==> src/hdl/sac_pkg.sv <==
// shared types, codes and helper functions of the cache tag controller
package sac_pkg;

    localparam int ADDR_W    = 32;
    localparam int STAMP_W   = 32;
    localparam int WAY_OUT_W = 3;
    localparam int WB_ADDR_W = 26;
    localparam int CFG_IDX_W = 1;
    localparam int CFG_DATA_W = 1;

    // access kinds
    localparam logic OP_READ  = 1'b0;
    localparam logic OP_WRITE = 1'b1;

    // configuration register indexes
    localparam logic [CFG_IDX_W-1:0] CFG_WRITE_BACK     = 1'd0;
    localparam logic [CFG_IDX_W-1:0] CFG_WRITE_ALLOCATE = 1'd1;

    // per-entry layout inside a set row: valid, dirty, tag, stamp from the lsb up
    localparam int ENT_VALID = 0;
    localparam int ENT_DIRTY = 1;
    localparam int ENT_TAG   = 2;

    typedef enum logic [2:0] {
        ST_CLEAR,
        ST_IDLE,
        ST_LOOKUP,
        ST_SCAN,
        ST_COMMIT
    } ctrl_state_t;

    typedef struct packed {
        logic hit;
        logic has_free;
    } way_flags_t;

    function automatic int floor_log2(input int value);
        int n;
        int v;
        n = 0;
        v = value;
        while (v > 1) begin
            v = v >> 1;
            n = n + 1;
        end
        return n;
    endfunction

endpackage

==> src/hdl/sac_way_match.sv <==
// tag compare and free-way search across the ways of one set row
module sac_way_match #(
    parameter int NUM_WAYS = 8,
    parameter int WAY_W    = 3,
    parameter int TAG_W    = 20,
    parameter int ENTRY_W  = 54
) (
    input  logic [NUM_WAYS*ENTRY_W-1:0] row,
    input  logic [TAG_W-1:0]            tag,
    output sac_pkg::way_flags_t         flags,
    output logic [WAY_W-1:0]            hit_way,
    output logic [WAY_W-1:0]            free_way
);
    import sac_pkg::*;

    // walk from the top down so the lowest way wins
    always_comb begin
        flags    = '0;
        hit_way  = '0;
        free_way = '0;
        for (int w = NUM_WAYS - 1; w >= 0; w--) begin
            if (row[w*ENTRY_W + ENT_VALID] && (row[w*ENTRY_W + ENT_TAG +: TAG_W] == tag)) begin
                flags.hit = 1'b1;
                hit_way   = WAY_W'(w);
            end
            if (!row[w*ENTRY_W + ENT_VALID]) begin
                flags.has_free = 1'b1;
                free_way       = WAY_W'(w);
            end
        end
    end

endmodule

==> config.mk <==
export PLATFORM = sky130hd
export DESIGN_NAME = sac_way_match
export DESIGN_NICKNAME = d
export VERILOG_FILES = /design/src/hdl/sac_pkg.sv /design/src/hdl/sac_way_match.sv
export SDC_FILE = /design/constraint.sdc
export NUM_CORES = 1
export LEC_CHECK = 0
export ABC_AREA = 1
export BUFFER_PORTS_ARGS = -buffer_cell sky130_fd_sc_hd__buf_4
export CAP_MARGIN = 0
export CORE_AREA = 2 2 178 180
export DETAILED_ROUTE_END_ITERATION = 10
export DIE_AREA = 0 0 180 182
export PLACE_DENSITY = 0.3
export SLEW_MARGIN = 10
export SYNTH_ARGS = -nofsm -noshare
export SYNTH_HDL_FRONTEND = slang
export SYNTH_SLANG_ARGS = --single-unit
==> constraint.sdc <==
create_clock -name vclk -period 2.47
set_clock_uncertainty 0.15 [all_clocks]
set_input_delay 0.247 -clock vclk [all_inputs]
set_output_delay 0.247 -clock vclk [all_outputs]
set_load 0.005 [all_outputs]
==> results_dict.tcl, run 1 <==
set metrics [dict create \
    slew_headroom_pct 72.45 \
    synth.distinct_cells 34 \
    path_class "in -> out" \
    syn_area_per_cell_sq_um 5.125 \
    synth_area_sq_um 2404 \
    initialDrtViolationCount 189 \
    synthXorXnorAreaFrac_pct 16.76 \
    via_per_inst 3.546 \
    tightest_slew_ns 0.4094 \
    cp.required_ns 2.07 \
    synth_top_family_by_area "simple AND/OR/NAND/NOR gates" \
    synth-compound-area-share_pct 25.04 \
    slew_violations 0 \
    core_area_sq_um 30990 \
    gp_congestion 0.7453 \
    power_density_nw_per_um2 160.6 \
    nets 1112 \
    yosys.area_share.simple_pct 42.37 \
    min_to "free_way[0]" \
    vias 3766 \
    rsz0062_at_grt "false" \
    grt_antenna_before_repair 6 \
    synth_area_leaders "nand2_1, xnor2_1, nor2_1" \
    first_pass_iters 5 \
    worstPathArrival_ns 1.91 \
    hold_path.class "in -> out" \
    post_cts_buffers 0 \
    std_cell_rows 65 \
    startpoint_type "primary input" \
    cp_max_fo 10 \
    final_hold_viol_count 0 \
    portBuffers 196 \
    grt_pass1_vias 3838 \
    grt.overflow.total 0 \
    hold_depth 3 \
    totalNegativeSetupSlack_ns 0 \
    area_growth_pct 79.80 \
    synth_top_area_cell "nand2_1" \
    endpoint_kind "output pin" \
    clkbuf_count 0 \
    ir_drop_mv 0.07179 \
    max_freq_ghz 0.4329 \
    wl_per_cell_microns 19.06 \
    drive_gt1_share_pct 36.02 \
    yosysWarnings 0 \
    syn-num-nets 921 \
    power.leakage_nw 2.059 \
    hpwl_microns 17930 \
    setup_viol 0 \
    post-route-period-util_pct 93.52 \
    initial_utilization_pct 7.757 \
    status "finished, final reports clean" \
    die_height_microns 182 \
    timing.hold.ws_ns 0.6232 \
    flops_and_latches 0 \
    synth-seq-area-share_pct 0 \
    synth_fa_ha_area_share_pct 0 \
    die_x_microns 180 \
    drv_cap 0 \
    routed_wl_microns 20240 \
    io_pins 460 \
    post-route-drc-count 0 \
    ant_nets 0 \
    layout_min_cycle_time_ns 2.310 \
    grt_first_pass_wirelength_microns 27810 \
    synthCells 469 \
    grt_start_max_net_pins 15 \
    grt_usage_pct 11.92 \
    synth_top_area_share_pct 23.43 \
    seqCellArea_sq_um 0 \
    dieArea_sq_um 32760 \
    muxShareOfSynthArea_pct 0 \
    hold_start "row[54]" \
]
[report_power, final]
part	total, W	switching, W	internal [W]	leakage, nW
Sequential	0	0	0	0
Clock	0.000000000108	0	0.000000000108	0.0000127
Combinational	0.000694	0.000350	0.000344	2.06
[logic make-up (layout without fill, tap and decap cells)]
group                     after synthesis  count (layout)
xor gates and xnor gates               46              46
AOI/OAI and AO/OA                     100             100
other                                   0               2
and+or+nand+nor                       248             248
buffers and inverters                  75             264
[synthesized netlist by cell type]
cell type and instances:
buf_2 3, nor3_1 1, a211oi_1 1, o2111ai_1 2, inv_2 19, and3_1 1
nor2_1 57, a22o_1 6, o21ai_2 1, nand3_1 17, inv_1 35, o211ai_1 6
o21ai_1 11, inv_4 2, nor4_1 9, nand2_2 1, o21ai_0 41, a311oi_1 1
or2_1 2, o21bai_1 1, nand2_1 150, buf_4 8, a21oi_1 7, o221ai_1 2
o22ai_1 17, xor2_1 11, buf_6 8, nor2_2 1, a21oi_2 2, a221oi_1 2
nor3_2 1, nand4_1 7, nand3_2 1, xnor2_1 35
[area by class of cell]
cell class / count / area [sq um]
tap: 402 / 503.0
timing repair buffer: 208 / 1565
inverter: 56 / 219.0
multi-input combinational: 394 / 2029
antenna: 2 / 5.005
fill: 3691 / 26660
[per-stage QoR]
| stage | total power, W | setup WS, ns | utilization (%) | std cells | cell area, sq um |
|---|---|---|---|---|---|
| 3_3_place_gp | 0.0007049 | 0.1320 | 13.89 | 1060 | 4303 |
| 5_1_grt | 0.0007706 | 0.004345 | 13.93 | 1060 | 4317 |
| 4_1_cts | 0.0007060 | 0.1376 | 13.89 | 1060 | 4303 |
| 6_report | 0.0006940 | 0.1600 | 13.95 | 1062 | 4322 |
| 3_5_place_dp | 0.0007033 | 0.1361 | 13.89 | 1060 | 4303 |
| 2_1_floorplan | 0.0003021 | 0.8268 | - | 469 | 2404 |
[what timing repair did]
item | CTS | global route
resized for setup | 0 | 5
hold endpoints to repair | 0 | 0
hold buffers | 0 | 0
setup endpoints to repair | 0 | 4
[worst max-delay path: stages]
cell and delay (ns):
buf_4 0.14, inv_2 0.22, buf_4 0.21, o21ai_2 0.05, or2_1 0.21, nor4_1 0.21
nand3_1 0.20, nand2_2 0.13, inv_2 0.05, a21oi_2 0.12, buf_4 0.13
[cell usage in the layout (no fill, tap or decap), types with 2 or more instances in the layout]
| cell | instances |
|---|---|
| buf_4 | 207 |
| nand2_1 | 150 |
| nor2_1 | 57 |
| o21ai_0 | 41 |
| xnor2_1 | 35 |
| inv_1 | 35 |
| inv_2 | 17 |
| o22ai_1 | 17 |
| nand3_1 | 17 |
| o21ai_1 | 11 |
| xor2_1 | 11 |
| nor4_1 | 8 |
| a21oi_1 | 7 |
| nand4_1 | 7 |
| o211ai_1 | 6 |
| a22o_1 | 6 |
| inv_4 | 3 |
| diode_2 | 2 |
| or2_1 | 2 |
| o2111ai_1 | 2 |
| o221ai_1 | 2 |
| a221oi_1 | 2 |
| a21oi_2 | 2 |
[per-layer routing]
| metal | track usage (%) | vias to the layer above | part of all wire, % |
|---|---|---|---|
| met3 | 3.670 | 12 | 8.9 |
| met5 | 0 | - | 0.16 |
| met4 | 0.4878 | 6 | 0.49 |
| met1 | 16.40 | 1647 | 47 |
| li1 | - | 1925 | - |
| met2 | 19.16 | 176 | 44 |
[worst max-delay path by stage]
stage | start | end | slack [ns] | cells past startpoint
floorplan | tag[17] | hit_way[0] | 0.83 | 14
global placement | tag[9] | hit_way[1] | 0.13 | 11
detailed placement | tag[14] | hit_way[1] | 0.14 | 12
CTS | tag[14] | hit_way[1] | 0.14 | 12
global route | tag[0] | hit_way[0] | 0.004 | 13
finish | tag[9] | hit_way[1] | 0.16 | 11
Note: power is estimated with default switching activity, not from simulation.
==> run 2: changes to the inputs <==
--- a/config.mk
+++ b/config.mk
@@ -12,6 +12,7 @@
 export DETAILED_ROUTE_END_ITERATION = 10
 export DIE_AREA = 0 0 180 182
 export PLACE_DENSITY = 0.3
+export REMOVE_ABC_BUFFERS = 1
 export SLEW_MARGIN = 10
 export SYNTH_ARGS = -nofsm -noshare
 export SYNTH_HDL_FRONTEND = slang
==> run 2 against run 1 <==
Critical path depth is the same. Hold slack lost 0.0086 ns. Largest power group unchanged. Setup slack gained 0.0073 ns. Combinational power grew 3.6%. Via count shrank 1.5%. Power grew 3.6%.
==> results_dict.tcl, run 2 (synthesized netlist as in run 1, its figures left out) <==
set metrics [dict create \
    status "finished, final reports clean" \
    drv_cap 0 \
    holdBufCountCts 0 \
    flops_and_latches 0 \
    post_cts_buffers 0 \
    max_freq_ghz 0.4343 \
    io_pins 460 \
    crit_start "tag[5]" \
    num-fill-cells 3657 \
    timing.hold.ws_ns 0.6147 \
    endpoint_kind "output pin" \
    cp_max_fo 10 \
    ctsResizeCount 0 \
    totalNegativeSetupSlack_ns 0 \
    ir_drop_mv 0.07025 \
    power_density_nw_per_um2 162.7 \
    slew_violations 0 \
    clkbuf_count 0 \
    initial_utilization_pct 7.757 \
    path_class "in -> out" \
    final_hold_viol_count 0 \
    wl_per_cell_microns 19.16 \
    portBuffers 196 \
    initialDrtViolationCount 189 \
    drive_gt1_share_pct 36.54 \
    setup_ws_ns 0.1672 \
    final_cell_mix "buf_4, nand2_1, nor2_1, o21ai_0" \
    hold_path.class "in -> out" \
    hold_start "row[54]" \
    via_per_inst 3.473 \
    gp_congestion 0.7585 \
    hpwl_microns 18190 \
    post-route-period-util_pct 93.23 \
    slew_headroom_pct 78.81 \
    startpoint_type "primary input" \
    tightest_slew_ns 0.3150 \
    layout_min_cycle_time_ns 2.303 \
    post-route-drc-count 0 \
    vias 3709 \
    die_x_microns 180 \
    area_growth_pct 83.91 \
    core_area_sq_um 30990 \
    std_cell_rows 65 \
    cp.required_ns 2.07 \
    grt_start_max_net_pins 14 \
    multi_input_area_sq_um 2023 \
    rsz0062_at_grt "false" \
    setup_viol 0 \
    ant_nets 0 \
    die_height_microns 182 \
    fin_util_pct 14.27 \
    grt_first_pass_wirelength_microns 28280 \
    nets 1119 \
    grt_antenna_before_repair 1 \
    grt_usage_pct 12.11 \
    seqCellArea_sq_um 0 \
    layout_commonest_cell "buf_4" \
    first_pass_iters 4 \
    finalPower_w 0.0007190 \
    dieArea_sq_um 32760 \
    grt_pass1_vias 3901 \
    worstPathArrival_ns 1.91 \
    power.leakage_nw 2.110 \
    place_ws_ns 0.08722 \
    routed_wl_microns 20470 \
    grt.overflow.total 0 \
]
run 2: per-layer routing:
layer | track usage (%) | wire length (microns) | part of all wire (%) | vias to the layer above
met5 | 0 | 0 | 0 | -
met2 | 19.95 | 9115 | 45 | 124
met4 | 0 | 0 | 0 | 0
met1 | 17.32 | 10210 | 50 | 1642
met3 | 2.306 | 1140 | 5.6 | 0
li1 | - | - | - | 1943
run 2: power breakdown:
part           switching (W)  leakage, nW      internal, W
logic               0.000361         2.11         0.000358
clock network              0   0.00000634  0.0000000000549
registers                  0            0                0
run 2: worst max-delay path, stage by stage:
cell	delay (ns)
buf_4	0.15
inv_2	0.16
nand2_1	0.11
o21ai_2	0.05
or2_1	0.22
nor4_1	0.23
nand3_1	0.21
nand2_2	0.13
inv_2	0.05
a21oi_2	0.19
buf_4	0.14
run 2: worst paths after layout:
| check | endpoint | slack, ns | depth (start not counted) |
|---|---|---|---|
| setup / recovery | hit_way[1] | 0.17 | 11 |
| hold / removal | free_way[0] | 0.61 | 3 |
run 2: layout make-up:
| type | instances | share of cell area [%] |
|---|---|---|
| Antenna cell | 1 | 0.05661 |
| Inverter | 56 | 5.151 |
| Multi-Input combinational cell | 394 | 45.77 |
| Tap cell | 402 | 11.38 |
| Timing Repair Buffer | 215 | 37.65 |
run 2: through the flow:
stage	instances	area, sq um
final	1068	4420
after global routing	1067	4418
after CTS	1067	4405
after detailed placement	1067	4405
after global placement	1067	4405
after floorplan	450	2238
==> run 3: changes to the inputs <==
--- a/config.mk
+++ b/config.mk
@@ -5,13 +5,13 @@
 export SDC_FILE = /design/constraint.sdc
 export NUM_CORES = 1
 export LEC_CHECK = 0
-export ABC_AREA = 1
 export BUFFER_PORTS_ARGS = -buffer_cell sky130_fd_sc_hd__buf_4
 export CAP_MARGIN = 0
-export CORE_AREA = 2 2 178 180
+export CORE_AREA = 2 2 179 181
 export DETAILED_ROUTE_END_ITERATION = 10
-export DIE_AREA = 0 0 180 182
+export DIE_AREA = 0 0 181 183
 export PLACE_DENSITY = 0.3
+export RECOVER_POWER = 100
 export REMOVE_ABC_BUFFERS = 1
 export SLEW_MARGIN = 10
 export SYNTH_ARGS = -nofsm -noshare
==> run 3 against run 2 <==
Sequential share of layout area stayed put. Largest cell class unchanged. Fmax is 3.1% lower. Global-route usage is 2.4 points lower. Design area is 3.1% higher. Highest routed layer is now met5. Final cell count is 17% lower. Die area is 1.1% higher. Via count is 28% lower. Count of clock-buffer cells in the layout stayed put. Setup slack worse by 0.074 ns. First-iteration DRC count is 76% lower. Synthesized cell count is 44% lower.
==> results_dict.tcl, run 3 <==
set metrics [dict create \
    initialDrtViolationCount 46 \
    first_pass_iters 4 \
    cp.required_ns 2.07 \
    internal-power_w 0.0004449 \
    slew_headroom_pct 73.02 \
    startpoint_type "primary input" \
    syn_area_per_cell_sq_um 7.825 \
    combPwrFrac_pct 100.0 \
    cp_max_fo 5 \
    grt_usage_pct 9.661 \
    synth_top_area_share_pct 53.85 \
    grt_pass1_vias 2970 \
    ir_drop_mv 0.07122 \
    synth.distinct_cells 23 \
    seqCellArea_sq_um 0 \
    layout_commonest_cell "buf_4" \
    pwr-share-clk_pct 0 \
    grt_first_pass_wirelength_microns 22260 \
    final_hold_viol_count 0 \
    vias 2663 \
    layout_min_cycle_time_ns 2.377 \
    post-route-period-util_pct 96.23 \
    io_pins 460 \
    area_growth_pct 120.5 \
    drv_cap 0 \
    ys_top_cells_by_count "xnor2_1, nand4_1, xor2_1" \
    via_per_inst 2.996 \
    routed_wl_microns 16550 \
    flops_and_latches 0 \
    synth_area_sq_um 2066 \
    wl_per_cell_microns 18.62 \
    final_cell_mix "buf_4, xnor2_1, nand4_1, xor2_1, xnor2_2" \
    netSwitchingPower_w 0.0003168 \
    die_x_microns 181 \
    tightest_slew_ns 0.4010 \
    synth_top_area_cell "xnor2_1" \
    yosysWarnings 0 \
    hold_path.class "in -> out" \
    rsz0062_at_grt "true" \
    drive_gt1_share_pct 54.73 \
    p_seq_share_pct 0 \
    max_freq_ghz 0.4207 \
    post-route-drc-count 0 \
    gp_congestion 0.7178 \
    ant_nets 0 \
    setup_viol 0 \
    power.leakage_nw 1.859 \
    portBuffers 196 \
    p_sw_share_pct 41.59 \
    worstPathArrival_ns 1.98 \
    std_cell_rows 65 \
    synth-seq-area-share_pct 0 \
    slew_violations 0 \
    grt_antenna_before_repair 2 \
    clkbuf_count 0 \
    endpoint_kind "output pin" \
    totalNegativeSetupSlack_ns 0 \
    initial_utilization_pct 6.615 \
    synthCells 264 \
    yosysMostFrequentCell "xnor2_1" \
    nets 940 \
    finalPower_w 0.0007617 \
    grt_start_max_net_pins 9 \
    grt.overflow.total 0 \
    status "finished, final reports clean" \
    dieArea_sq_um 33120 \
    die_height_microns 183 \
    synth_area_leaders "xnor2_1, xor2_1, nand4_1" \
    path_class "in -> out" \
    power_density_nw_per_um2 167.2 \
    core_area_sq_um 31230 \
    hpwl_microns 15120 \
]
-- run 3: layout make-up --
type,instances,area [sq um]
fill,3674,26670
multi-input combinational,242,2087
timing repair buffer,242,1956
tap,402,503.0
inverter,2,7.507
antenna,1,2.502
-- run 3: kinds of logic after synthesis --
logic type	count (synthesis)	share of synthesized area [%]
compound gates	8	2.544
buf+inv	22	7.814
simple gates	74	21.44
xor+xnor	160	68.20
-- run 3: final timing paths --
check                 slack [ns]  cells past startpoint     endpoint     start
worst min-delay path        0.65                      3  free_way[1]  row[108]
worst max-delay path        0.09                     10   hit_way[0]    tag[7]
-- run 3: power groups by stage --
stage               Sequential, W  Combinational (W)         Clock, W
finish                          0           0.000762  0.0000000000541
global route                    0           0.000831                0
CTS                             0           0.000756                0
detailed placement              0           0.000734                0
global placement                0           0.000731                0
floorplan                       0           0.000246                0
-- run 3: what timing repair did --
| item | 4_1_cts | 5_1_grt |
|---|---|---|
| hold buffers | 0 | 0 |
| gates resized for setup | 23 | 23 |
| endpoints found under the setup margin | 4 | 4 |
| buffers inserted | 2 | 1 |
| pin swaps | 17 | 22 |
-- run 3: per-layer routing --
metal / track usage [%] / share of wire, % / vias to the layer above
li1: - / - / 1347
met1: 12.93 / 45 / 1190
met2: 16.52 / 47 / 120
met3: 2.403 / 7.5 / 4
met4: 0.3252 / 0.39 / 2
met5: 0 / 0.060 / -
-- run 3: per-stage QoR --
step / cell area (sq um) / utilization [%] / hold WS [ns] / instances / setup WS, ns
3_5_place_dp: 4282 / 13.71 / 0.6741 / 888 / -0.4250
5_1_grt: 4553 / 14.58 / 0.6769 / 888 / -0.04385
6_report: 4556 / 14.59 / 0.6515 / 889 / 0.09318
3_3_place_gp: 4282 / 13.71 / 0.6743 / 888 / -0.4833
2_1_floorplan: 1912 / - / 0.4118 / 244 / 0.8165
4_1_cts: 4398 / 14.08 / 0.6725 / 887 / 0.0007256
-- run 3: worst max-delay path, cell delays in order --
cell and delay (ns):
buf_4 0.16, xnor2_2 0.15, nand4_1 0.17, nor4_4 0.36, buf_4 0.18, nand4_1 0.16, o21ai_1 0.19, a21boi_1 0.09
o22ai_1 0.13, buf_4 0.14
